==> config.mk <==
export PLATFORM = sky130hd
export DESIGN_NAME = lagged_xor_byte_table_prng_top
export DESIGN_NICKNAME = d
export VERILOG_FILES = /design/src/lxbt_pkg.sv /design/src/lagged_xor_byte_table_prng_top.sv
export SDC_FILE = /design/constraint.sdc
export NUM_CORES = 2
export LEC_CHECK = 0
export CAP_MARGIN = 30
export CELL_PAD_IN_SITES_DETAIL_PLACEMENT = 1
export CELL_PAD_IN_SITES_GLOBAL_PLACEMENT = 1
export CORE_ASPECT_RATIO = 1.5
export CORE_MARGIN = 3
export CORE_UTILIZATION = 47
export CTS_CLUSTER_DIAMETER = 30
export DETAILED_ROUTE_END_ITERATION = 10
export DONT_BUFFER_PORTS = 1
export PLACE_DENSITY_LB_ADDON = 0.1
export REMOVE_ABC_BUFFERS = 1
export SLEW_MARGIN = 20
export SYNTH_ARGS = -nofsm -noshare
export SYNTH_HDL_FRONTEND = slang
export SYNTH_SLANG_ARGS = --single-unit
==> constraint.sdc <==
create_clock -name clk -period 17 [get_ports clk]
set_input_delay 0 -clock clk [delete_from_list [all_inputs] [get_ports clk]]
set_output_delay 0 -clock clk [all_outputs]
set_load 0.005 [all_outputs]
==> src/lxbt_pkg.sv <==
// ----------------------------------------------------------------------------
// lxbt_pkg: shared definitions for the lagged-XOR byte-table generator
// Item kinds, store geometry, lag constants and the fixed shuffled seed ROM.
// ----------------------------------------------------------------------------
package lxbt_pkg;

  localparam int TABLE_ENTRIES = 256;
  localparam int STORE_BYTES   = TABLE_ENTRIES + 4;
  localparam int POS_W         = $clog2(TABLE_ENTRIES);
  localparam int IDX_W         = $clog2(STORE_BYTES);
  localparam int WORD_BYTES    = 4;

  localparam logic [POS_W-1:0] READ_LAG  = POS_W'(4 * 53);
  localparam logic [POS_W-1:0] WRITE_LAG = POS_W'(WORD_BYTES);

  typedef enum logic [1:0] {
    KIND_UNSIGNED = 2'd0,
    KIND_SIGNED   = 2'd1,
    KIND_BOOL     = 2'd2,
    KIND_RESEED   = 2'd3
  } kind_t;

  localparam logic [7:0] CHAOS_ROM [TABLE_ENTRIES] = '{
    8'd198, 8'd126, 8'd129, 8'd107, 8'd75,  8'd251, 8'd226, 8'd251,
    8'd84,  8'd246, 8'd189, 8'd223, 8'd124, 8'd28,  8'd225, 8'd135,
    8'd1,   8'd191, 8'd49,  8'd222, 8'd86,  8'd114, 8'd15,  8'd71,
    8'd103, 8'd102, 8'd135, 8'd89,  8'd170, 8'd136, 8'd60,  8'd89,
    8'd234, 8'd86,  8'd19,  8'd123, 8'd210, 8'd133, 8'd161, 8'd216,
    8'd60,  8'd84,  8'd85,  8'd47,  8'd55,  8'd174, 8'd101, 8'd91,
    8'd218, 8'd2,   8'd121, 8'd152, 8'd204, 8'd227, 8'd26,  8'd118,
    8'd142, 8'd95,  8'd217, 8'd153, 8'd143, 8'd31,  8'd63,  8'd54,
    8'd238, 8'd67,  8'd120, 8'd77,  8'd13,  8'd250, 8'd190, 8'd166,
    8'd218, 8'd228, 8'd134, 8'd142, 8'd220, 8'd41,  8'd109, 8'd78,
    8'd255, 8'd86,  8'd225, 8'd112, 8'd32,  8'd251, 8'd143, 8'd177,
    8'd88,  8'd5,   8'd144, 8'd197, 8'd9,   8'd220, 8'd83,  8'd205,
    8'd170, 8'd59,  8'd72,  8'd153, 8'd82,  8'd211, 8'd82,  8'd157,
    8'd6,   8'd159, 8'd234, 8'd181, 8'd194, 8'd6,   8'd19,  8'd152,
    8'd73,  8'd178, 8'd1,   8'd30,  8'd172, 8'd50,  8'd136, 8'd49,
    8'd156, 8'd82,  8'd70,  8'd149, 8'd113, 8'd54,  8'd143, 8'd87,
    8'd246, 8'd57,  8'd29,  8'd22,  8'd250, 8'd136, 8'd116, 8'd245,
    8'd152, 8'd124, 8'd23,  8'd92,  8'd65,  8'd187, 8'd109, 8'd113,
    8'd142, 8'd15,  8'd112, 8'd89,  8'd199, 8'd1,   8'd27,  8'd47,
    8'd51,  8'd61,  8'd145, 8'd192, 8'd29,  8'd165, 8'd13,  8'd13,
    8'd171, 8'd51,  8'd141, 8'd126, 8'd94,  8'd143, 8'd62,  8'd230,
    8'd104, 8'd116, 8'd166, 8'd58,  8'd177, 8'd195, 8'd147, 8'd17,
    8'd168, 8'd100, 8'd199, 8'd219, 8'd202, 8'd224, 8'd96,  8'd225,
    8'd243, 8'd191, 8'd9,   8'd0,   8'd103, 8'd162, 8'd227, 8'd37,
    8'd160, 8'd33,  8'd49,  8'd135, 8'd213, 8'd98,  8'd197, 8'd168,
    8'd79,  8'd126, 8'd46,  8'd9,   8'd107, 8'd148, 8'd159, 8'd176,
    8'd109, 8'd169, 8'd158, 8'd90,  8'd11,  8'd70,  8'd112, 8'd128,
    8'd182, 8'd207, 8'd71,  8'd12,  8'd166, 8'd165, 8'd42,  8'd216,
    8'd172, 8'd251, 8'd160, 8'd235, 8'd183, 8'd121, 8'd36,  8'd114,
    8'd35,  8'd146, 8'd72,  8'd128, 8'd197, 8'd166, 8'd167, 8'd133,
    8'd183, 8'd215, 8'd140, 8'd144, 8'd228, 8'd171, 8'd99,  8'd68,
    8'd82,  8'd102, 8'd227, 8'd156, 8'd51,  8'd37,  8'd249, 8'd94
  };

endpackage

==> src/lagged_xor_byte_table_prng_top.sv <==
// ----------------------------------------------------------------------------
// lagged_xor_byte_table_prng_top: lagged-XOR byte-table random generator
// A 260-byte store and an 8-bit position. Reseed fills the store from a
// shuffled ROM; a draw reads a lagged word, XORs it into the store, and
// returns the top bits of that word in unsigned, signed or bool form.
// ----------------------------------------------------------------------------
//  channel  handshake            payload
//  in       in_valid / in_ready  kind, bits, seed
//  out      out_valid / out_ready random_value, signed_value, bool_value
//
//  A draw reads and writes back one byte lane of the store per cycle, 4
//  bytes in all, behind a registered memory read; the result is then formed
//  in the finish state, which waits until the output register is free.
//  A reseed writes one store byte per cycle, all 260 bytes of the store.
//  Reset clears the position and the handshakes; the store holds garbage
//  until the first reseed. in_ready drops while an item is in work and while
//  a finished result waits behind a stalled output.
// ----------------------------------------------------------------------------
module lagged_xor_byte_table_prng_top (
  input  logic               clk,
  input  logic               rst,
  input  logic               in_valid,
  output logic               in_ready,
  input  logic [1:0]         kind,
  input  logic [5:0]         bits,
  input  logic [7:0]         seed,
  output logic               out_valid,
  input  logic               out_ready,
  output logic [31:0]        random_value,
  output logic signed [31:0] signed_value,
  output logic               bool_value
);
  import lxbt_pkg::*;

  typedef enum logic [3:0] {
    ST_IDLE   = 4'b0001,
    ST_SEED   = 4'b0010,
    ST_XOR    = 4'b0100,
    ST_FINISH = 4'b1000
  } state_t;

  state_t             state;
  logic [IDX_W-1:0]   cnt;
  logic [POS_W-1:0]   pos;
  logic [POS_W-1:0]   rd_base;
  logic [POS_W-1:0]   wr_base;
  logic [POS_W-1:0]   seed_q;
  kind_t              kind_q;
  logic [5:0]         bits_q;
  logic [31:0]        word;

  logic [7:0]         mem [STORE_BYTES];
  logic [7:0]         rd_data;
  logic [7:0]         wr_data;
  logic               mem_we;
  logic [IDX_W-1:0]   mem_wa;
  logic [IDX_W-1:0]   mem_ra;
  logic [IDX_W-1:0]   mem_rb;
  logic [7:0]         mem_wd;
  logic [1:0]         lane_rd;
  logic [1:0]         lane_wr;

  logic               in_fire;
  logic               out_free;
  logic [5:0]         n_u;
  logic [5:0]         n_s;
  logic [31:0]        u_res;
  logic [31:0]        s_res;
  logic               b_res;

  assign in_ready = (state == ST_IDLE);
  assign in_fire  = in_valid && in_ready;
  assign out_free = !out_valid || out_ready;

  assign lane_rd = cnt[1:0];
  assign lane_wr = 2'(cnt[2:0] - 3'd1);

  // Store ports: reseed writes byte cnt; a draw writes lane cnt-1 of the
  // write word while reading lane cnt of both words.
  always_comb begin
    mem_ra = IDX_W'(rd_base) + IDX_W'(lane_rd);
    mem_rb = IDX_W'(wr_base) + IDX_W'(lane_rd);
    mem_we = 1'b0;
    mem_wa = cnt;
    mem_wd = CHAOS_ROM[POS_W'(seed_q + cnt[POS_W-1:0])];
    if (state == ST_SEED) begin
      mem_we = 1'b1;
    end else if (state == ST_XOR && cnt != '0) begin
      mem_we = 1'b1;
      mem_wa = IDX_W'(wr_base) + IDX_W'(lane_wr);
      mem_wd = rd_data ^ wr_data;
    end
  end

  always_ff @(posedge clk) begin
    if (mem_we) begin
      mem[mem_wa] <= mem_wd;
    end
    rd_data <= mem[mem_ra];
    wr_data <= mem[mem_rb];
  end

  // Result shaping from the drawn word
  always_comb begin
    n_u = (bits_q > 6'd32) ? 6'd32 : bits_q;
    n_s = (bits_q > 6'd31) ? 6'd31 : bits_q;
    u_res = (n_u == 6'd0) ? 32'd0 : (word >> (6'd32 - n_u));
    s_res = (word >> (6'd31 - n_s)) - (32'd1 << n_s);
    b_res = !word[31];
  end

  always_ff @(posedge clk) begin
    if (rst) begin
      state     <= ST_IDLE;
      pos       <= '0;
      out_valid <= 1'b0;
      cnt       <= '0;
    end else begin
      if (out_valid && out_ready && state != ST_FINISH) begin
        out_valid <= 1'b0;
      end
      unique case (state)
        ST_IDLE: begin
          if (in_fire) begin
            kind_q  <= kind_t'(kind);
            bits_q  <= bits;
            cnt     <= '0;
            rd_base <= pos + READ_LAG;
            wr_base <= pos + WRITE_LAG;
            if (kind_t'(kind) == KIND_RESEED) begin
              seed_q <= seed;
              pos    <= seed;
              state  <= ST_SEED;
            end else begin
              state <= ST_XOR;
            end
          end
        end
        ST_SEED: begin
          cnt <= cnt + IDX_W'(1);
          if (cnt == IDX_W'(STORE_BYTES - 1)) begin
            state <= ST_FINISH;
          end
        end
        ST_XOR: begin
          if (cnt != '0) begin
            word[8*lane_wr +: 8] <= rd_data;
          end
          cnt <= cnt + IDX_W'(1);
          if (cnt == IDX_W'(WORD_BYTES)) begin
            pos   <= wr_base;
            state <= ST_FINISH;
          end
        end
        ST_FINISH: begin
          // Hold until the output register is free
          if (out_free) begin
            out_valid    <= 1'b1;
            random_value <= (kind_q == KIND_UNSIGNED) ? u_res : 32'd0;
            signed_value <= (kind_q == KIND_SIGNED) ? s_res : 32'd0;
            bool_value   <= (kind_q == KIND_BOOL) ? b_res : 1'b0;
            state        <= ST_IDLE;
          end
        end
        default: state <= ST_IDLE;
      endcase
    end
  end

endmodule
## Word level (Yosys, flattened, before mapping)

Memories as Yosys holds them, arrays and structs flattened. A register that Yosys moved wholly into a read port is not among the register bits.
Cells that the tools add are included.

| storage, ports and cells | value |
|---|---|
| memories | 2 |
| RAM bits | 2080 |
| bits in registers | 151 |
| logic and storage cells | 103 |
| ROM bits | 2048 |
| output and inout port bits | 67 |

Memory list:

| name | depth | bits a word | rd ports | clocked after memory_dff | wr ports | RTL line | text |
|---|---|---|---|---|---|---|---|
| mem | 260 | 8 | 2 | 2 | 1 | lagged_xor_byte_table_prng_top.sv:52 | `logic [7:0] mem [STORE_BYTES];` |
| (name not given) | 256 | 8 | 1 | 0 | 0 | lagged_xor_byte_table_prng_top.sv:85 | `mem_wd = CHAOS_ROM[POS_W'(seed_q + cnt[POS_W-1:0])];` |

| operators by class | value |
|---|---|
| muxes and demuxes | 28 |
| order comparisons | 3 |
| bitwise logic cells | 4 |
| shifts and indexed selects | 5 |
| reductions and logical operators | 21 |
| add/subtract/negate cells | 12 |
| equal/unequal tests | 15 |

Operator list:

| cell | count |
|---|---|
| $shr A32 B6 Y32 | 2 |
| $mux W8 | 7 |
| $neg A5 Y34 | 1 |
| $shift A8 B34 Y32 const A | 1 |
| $shiftx A8 B34 Y32 | 1 |
| $bwmux W32 | 1 |
| $shl A1 B6 Y32 const A | 1 |
| $sub A32 B32 Y32 | 1 |
| $add A8 B2 Y9 | 3 |
| $mux W9 | 3 |
| $pmux W9 S2 | 1 |
| $mux W4 | 4 |
| $pmux W4 S4 | 1 |
| $pmux W8 S2 | 1 |
| $mux W6 | 2 |
| $reduce_and A4 Y1 | 3 |
| $add A9 B1 Y9 const B | 1 |
| $eq A9 B3 Y1 const B | 1 |
| $eq A9 B9 Y1 const B | 1 |
| $ge A9 B9 Y1 const B | 1 |
| $not A8 Y9 | 1 |
| $reduce_and A3 Y1 | 3 |
| $reduce_bool A9 Y1 | 1 |
| $add A8 B3 Y8 const B | 1 |
| 28 further kinds | 45 |

## Depth between registers and ports, before layout

| depth | value |
|---|---|
| depth after elaboration | 7 |
| mapped depth | 20 |

## Worst setup path before layout

No wires, ideal clock.

| path | value |
|---|---|
| kind | reg-to-reg |
| start | register cnt[0] |
| end | memory mem[0][2], data pin |
| stages on the path, launching flop included | 10 |
| arrival | 14269 ps |
| setup time | 2463 ps |
| data required time | 14537 ps |
| slack | 268 ps |
| cell sequence | dfxtp_1 > ha_1 > fa_1 > clkinv_1 > ha_1 > clkbuf_1 > nor2_1 > a2111oi_0 > or3_1 > a311oi_1 |

| on the way | value |
|---|---|
| word-level cells in the longest chain between the ends | 7 |
| elaborated cells on any way between the ends | 9 |

Ends and longest elaborated chain:

| item | RTL line | text |
|---|---|---|
| from (decl) | lagged_xor_byte_table_prng_top.sv:43 | `logic [IDX_W-1:0] cnt;` |
| from (signal assigned) | lagged_xor_byte_table_prng_top.sv:140 | `cnt <= cnt + IDX_W'(1);` |
| from (signal assigned) | lagged_xor_byte_table_prng_top.sv:149 | `cnt <= cnt + IDX_W'(1);` |
| $add A8 B8 Y8 | lagged_xor_byte_table_prng_top.sv:85 |  |
| $not A8 Y9 (implied by the code) | lagged_xor_byte_table_prng_top.sv:85 |  |
| $mem_v2 Z256 W8 | -- |  |
| $mux W8 (implied by the code) (2 in a row) | lagged_xor_byte_table_prng_top.sv:85 |  |
| $mux W8 | lagged_xor_byte_table_prng_top.sv:88 | `end else if (state == ST_XOR && cnt != '0) begin` |
| $mux W8 (*) | lagged_xor_byte_table_prng_top.sv:86 | `if (state == ST_SEED) begin` |
| via mem_wd[2] | lagged_xor_byte_table_prng_top.sv:59 | `logic [7:0] mem_wd;` |
| to (decl) | lagged_xor_byte_table_prng_top.sv:52 |  |

Mark *: on every way through the listed nets, which the timed path passes. The rest lies on a longest branch. The select of a mux whose other input is x is not followed.

## Final worst setup path

| path | value |
|---|---|
| start | register cnt[0] |
| end | memory mem[162][0], data pin |

Same word-level chain as after synthesis.

==> impl_metrics.ini <==
[outcome]
outcome = completed

[setup_path]
reg2reg_to = mem[162][0]
path_buf_inv = 5
r2r_cells = 16
cp.required_ns = 17.58
crit_chain = ha_1, fa_1, buf_4, clkinv_1, ha_1, buf_4, nand2b_1, a211oi_1, a311oi_1, a21oi_1, o311ai_0, o221ai_1, o211ai_1, o221a_4, buf_4, buf_4
path_class = reg2reg
critPathArrivalTime_ns = 7.74
cp.depth = 16
endpoint_kind = register
cp_slowest_cell = o221a_4
r2r-start = cnt[0]
path_max_fanout = 66
max_stage_delay_ns = 0.75
crit_path_frequent_cell = buf_4
r2r_slack_ns = 9.84
cpLargestDelayFamily = buffers and inverters
cp-start-kind = register

[layout]
nets = 6213
stdcell_count = 9113
mostFrequentLayoutCells = 2205 x edfxtp_1, 590 x mux4_2, 521 x nor2_1
drive_above_1_share_pct = 23.51
area_delta_synth_final_pct = 17.33
final_core_util_pct = 55.62
final_common_cell = edfxtp_1

[cts]
clock_sinks = 2243
root_buffer = clkbuf_16
post_cts_buffers = 0
cts_tree = done
clkLatencyLatePin_ns = 0.93
cts_inserted_buffers = 371
cts_max_level = 5
max-clock-path-buffers = 4
path_clk_slew_ns = 0.05

[logic_synthesis]
ys_ff_latch = 2243
ys.flop_type = edfxtp_1
async_reset_ff_share_pct = 0
ys_types = 95
ys_seq_area_share_pct = 68.34
synth.avg_cell_area_um2 = 16.68
syn_area_um2 = 98010
synth_cells = 5874
ys.warnings.count = 0
synth_edf_count = 2205

[sta]
skew_ns = 0.09279
worstMarginPinSlew_ns = 1.067
setup_viol = 0
hold_viol_final = 0
drv_slew = 0
fin_ws_ns = 9.835
max_freq_mhz = 139.6
rsz0062_at_grt = false
slew_headroom_pct = 28.26
finalSetupTns_ns = 0
fin_crit_ns = 7.165
period_share_pct = 42.15
whs_ns = 0.07033

[route]
detail_route.wl_per_cell_um = 34.55
finalWirelength_mm = 314.8
drc_errors = 0
first_pass_iters = 5
vias_per_cell = 6.388
route.antenna.remaining_nets = 0
vias = 58210
drt_iter0_markers = 5985

[placement]
place_ws_ns = 9.977
dpl.hpwl_mm = 201.7
gp_congestion = 0.9438
dp_cells = 8340
port_buffers = 0

[hold_path]
min_from = in_valid
worstHoldPathCells = 3
hold_path_end = state[0]
min-delay-path-class = in2reg

[floorplanning]
coreArea_um2 = 206700
pin_count = 87
die_area_um2 = 214200
die_w_um = 378.9
start_util_pct = 47.40
die_y_um = 565.3
rows = 204

[grt]
grt_overflow_total = 0
antenna_found_initial = 8
grt_pass1_wl_mm = 450.8
grt_max_degree = 260
grt_pass1_vias = 60590
grt_use_total_pct = 29.37

[flow_run]
maxCapViolCount = 0

[power]
p_leak_nw = 37.79
power_density_nw_per_um2 = 160.0
ir_drop_mv = 0.1118
## worst max path at each step
| stage | to | slack (ns) | start |
|---|---|---|---|
| finish | mem[162][0] | 9.84 | cnt[0] |
| global route | mem[162][0] | 9.33 | cnt[0] |
| CTS | mem[128][0] | 9.90 | cnt[0] |
| detailed placement | mem[128][0] | 9.98 | cnt[0] |
| global placement | mem[134][0] | 10.19 | cnt[0] |
| floorplan | mem[114][0] | -6.18 | cnt[0] |
## through the flow
stage | power [W] | cell area (um^2)
after floorplan | 0.01079 | 96180
after global placement | 0.01082 | 101100
after detailed placement | 0.01088 | 101400
after CTS | 0.01852 | 114700
after global routing | 0.01900 | 115000
final | 0.01840 | 115000
## power by group
part	leakage (nW)	switching [W]	total (W)	internal, W
logic	11.5	0.00270	0.00426	0.00156
registers	20.1	0.000115	0.00653	0.00642
clock network	6.15	0.00284	0.00761	0.00476
## cells by family (layout without fill, tap and decap cells)
group	Yosys count	after routing	share of synthesized area (%)
AND/OR/NAND/NOR	1468	1468	6.530
flip-flops	2243	2243	68.34
multiplexers	873	873	16.48
other	0	4	0
AO/OA/AOI/OAI	730	730	5.103
XOR/XNOR	62	62	0.5834
adder cells (fa/ha/maj)	73	73	0.9626
buffers and inverters	425	982	2.006
## cell usage after synthesis (14+ instances only)
master / count / area (um^2)
buf_2: 101 / 505.5
a21oi_1: 157 / 785.8
buf_1: 32 / 120.1
nor2b_1: 21 / 131.4
o211ai_1: 42 / 315.3
nand3_1: 120 / 600.6
o2111ai_1: 14 / 122.6
edfxtp_1: 2205 / 66210
nand2_1: 509 / 1911
nor3_1: 88 / 440.4
and2_1: 54 / 337.8
nor4_1: 17 / 106.4
mux2i_1: 259 / 2592
a2111oi_0: 16 / 140.1
a311oi_1: 44 / 385.4
mux4_2: 590 / 13290
o22ai_1: 20 / 125.1
nand4_1: 30 / 187.7
o21a_1: 14 / 105.1
xor2_1: 35 / 306.5
inv_1: 33 / 123.9
xnor2_1: 24 / 210.2
nor2_1: 528 / 1982
a31oi_1: 42 / 262.8
clkbuf_1: 201 / 754.5
buf_4: 40 / 300.3
a21o_1: 17 / 127.6
or3_1: 18 / 112.6
a211oi_1: 68 / 510.5
o21ai_0: 125 / 625.6
and3_1: 33 / 206.5
ha_1: 69 / 863.3
mux2_2: 24 / 270.3
a221oi_1: 22 / 192.7
nand2b_1: 20 / 125.1
dfxtp_1: 38 / 760.7
## layout make-up
cell class / count / area (um^2)
inverter: 38 / 142.6
antenna: 4 / 10.01
sequential: 2243 / 66970
clock inverter: 286 / 3316
timing repair buffer: 260 / 2330
fill: 18610 / 91750
tap: 2678 / 3351
clock buffer: 398 / 9479
multi-input combinational: 3206 / 29390
## worst reg2reg max path, stage by stage (launching register included)
cell,delay [ns]
dfxtp_1,0.50
ha_1,0.39
fa_1,0.50
buf_4,0.39
clkinv_1,0.62
ha_1,0.52
buf_4,0.24
nand2b_1,0.09
a211oi_1,0.06
a311oi_1,0.27
a21oi_1,0.07
o311ai_0,0.55
o221ai_1,0.19
o211ai_1,0.24
o221a_4,0.75
buf_4,0.72
buf_4,0.71
## registers in the layout, indices dropped and copies added (netlist names), 2 cells and up
name	flops
wr_data	8
cnt	9
random_value	32
word	32
wr_base	4
bits_q	6
state	4
rd_base	8
mem	2080
kind_q	2
seed_q	8
pos	8
rd_data	8
signed_value	32
## metal layers
metal | vias up | wire length (um) | share of wire (%) | track usage [%]
met1 | 30840 | 117000 | 37 | 36.66
met3 | 681 | 19270 | 6.1 | 4.205
met4 | 2 | 16390 | 5.2 | 13.74
li1 | 24220 | - | - | -
met2 | 2471 | 162200 | 52 | 50.70
met5 | - | 13 | 0.0041 | 0
## what timing repair did
action | CTS | global route
hold buffers | 52 | 0
hold endpoints to repair | 163 | 0
resized for setup | 0 | 0
Power figures use the tool's default switching activity.
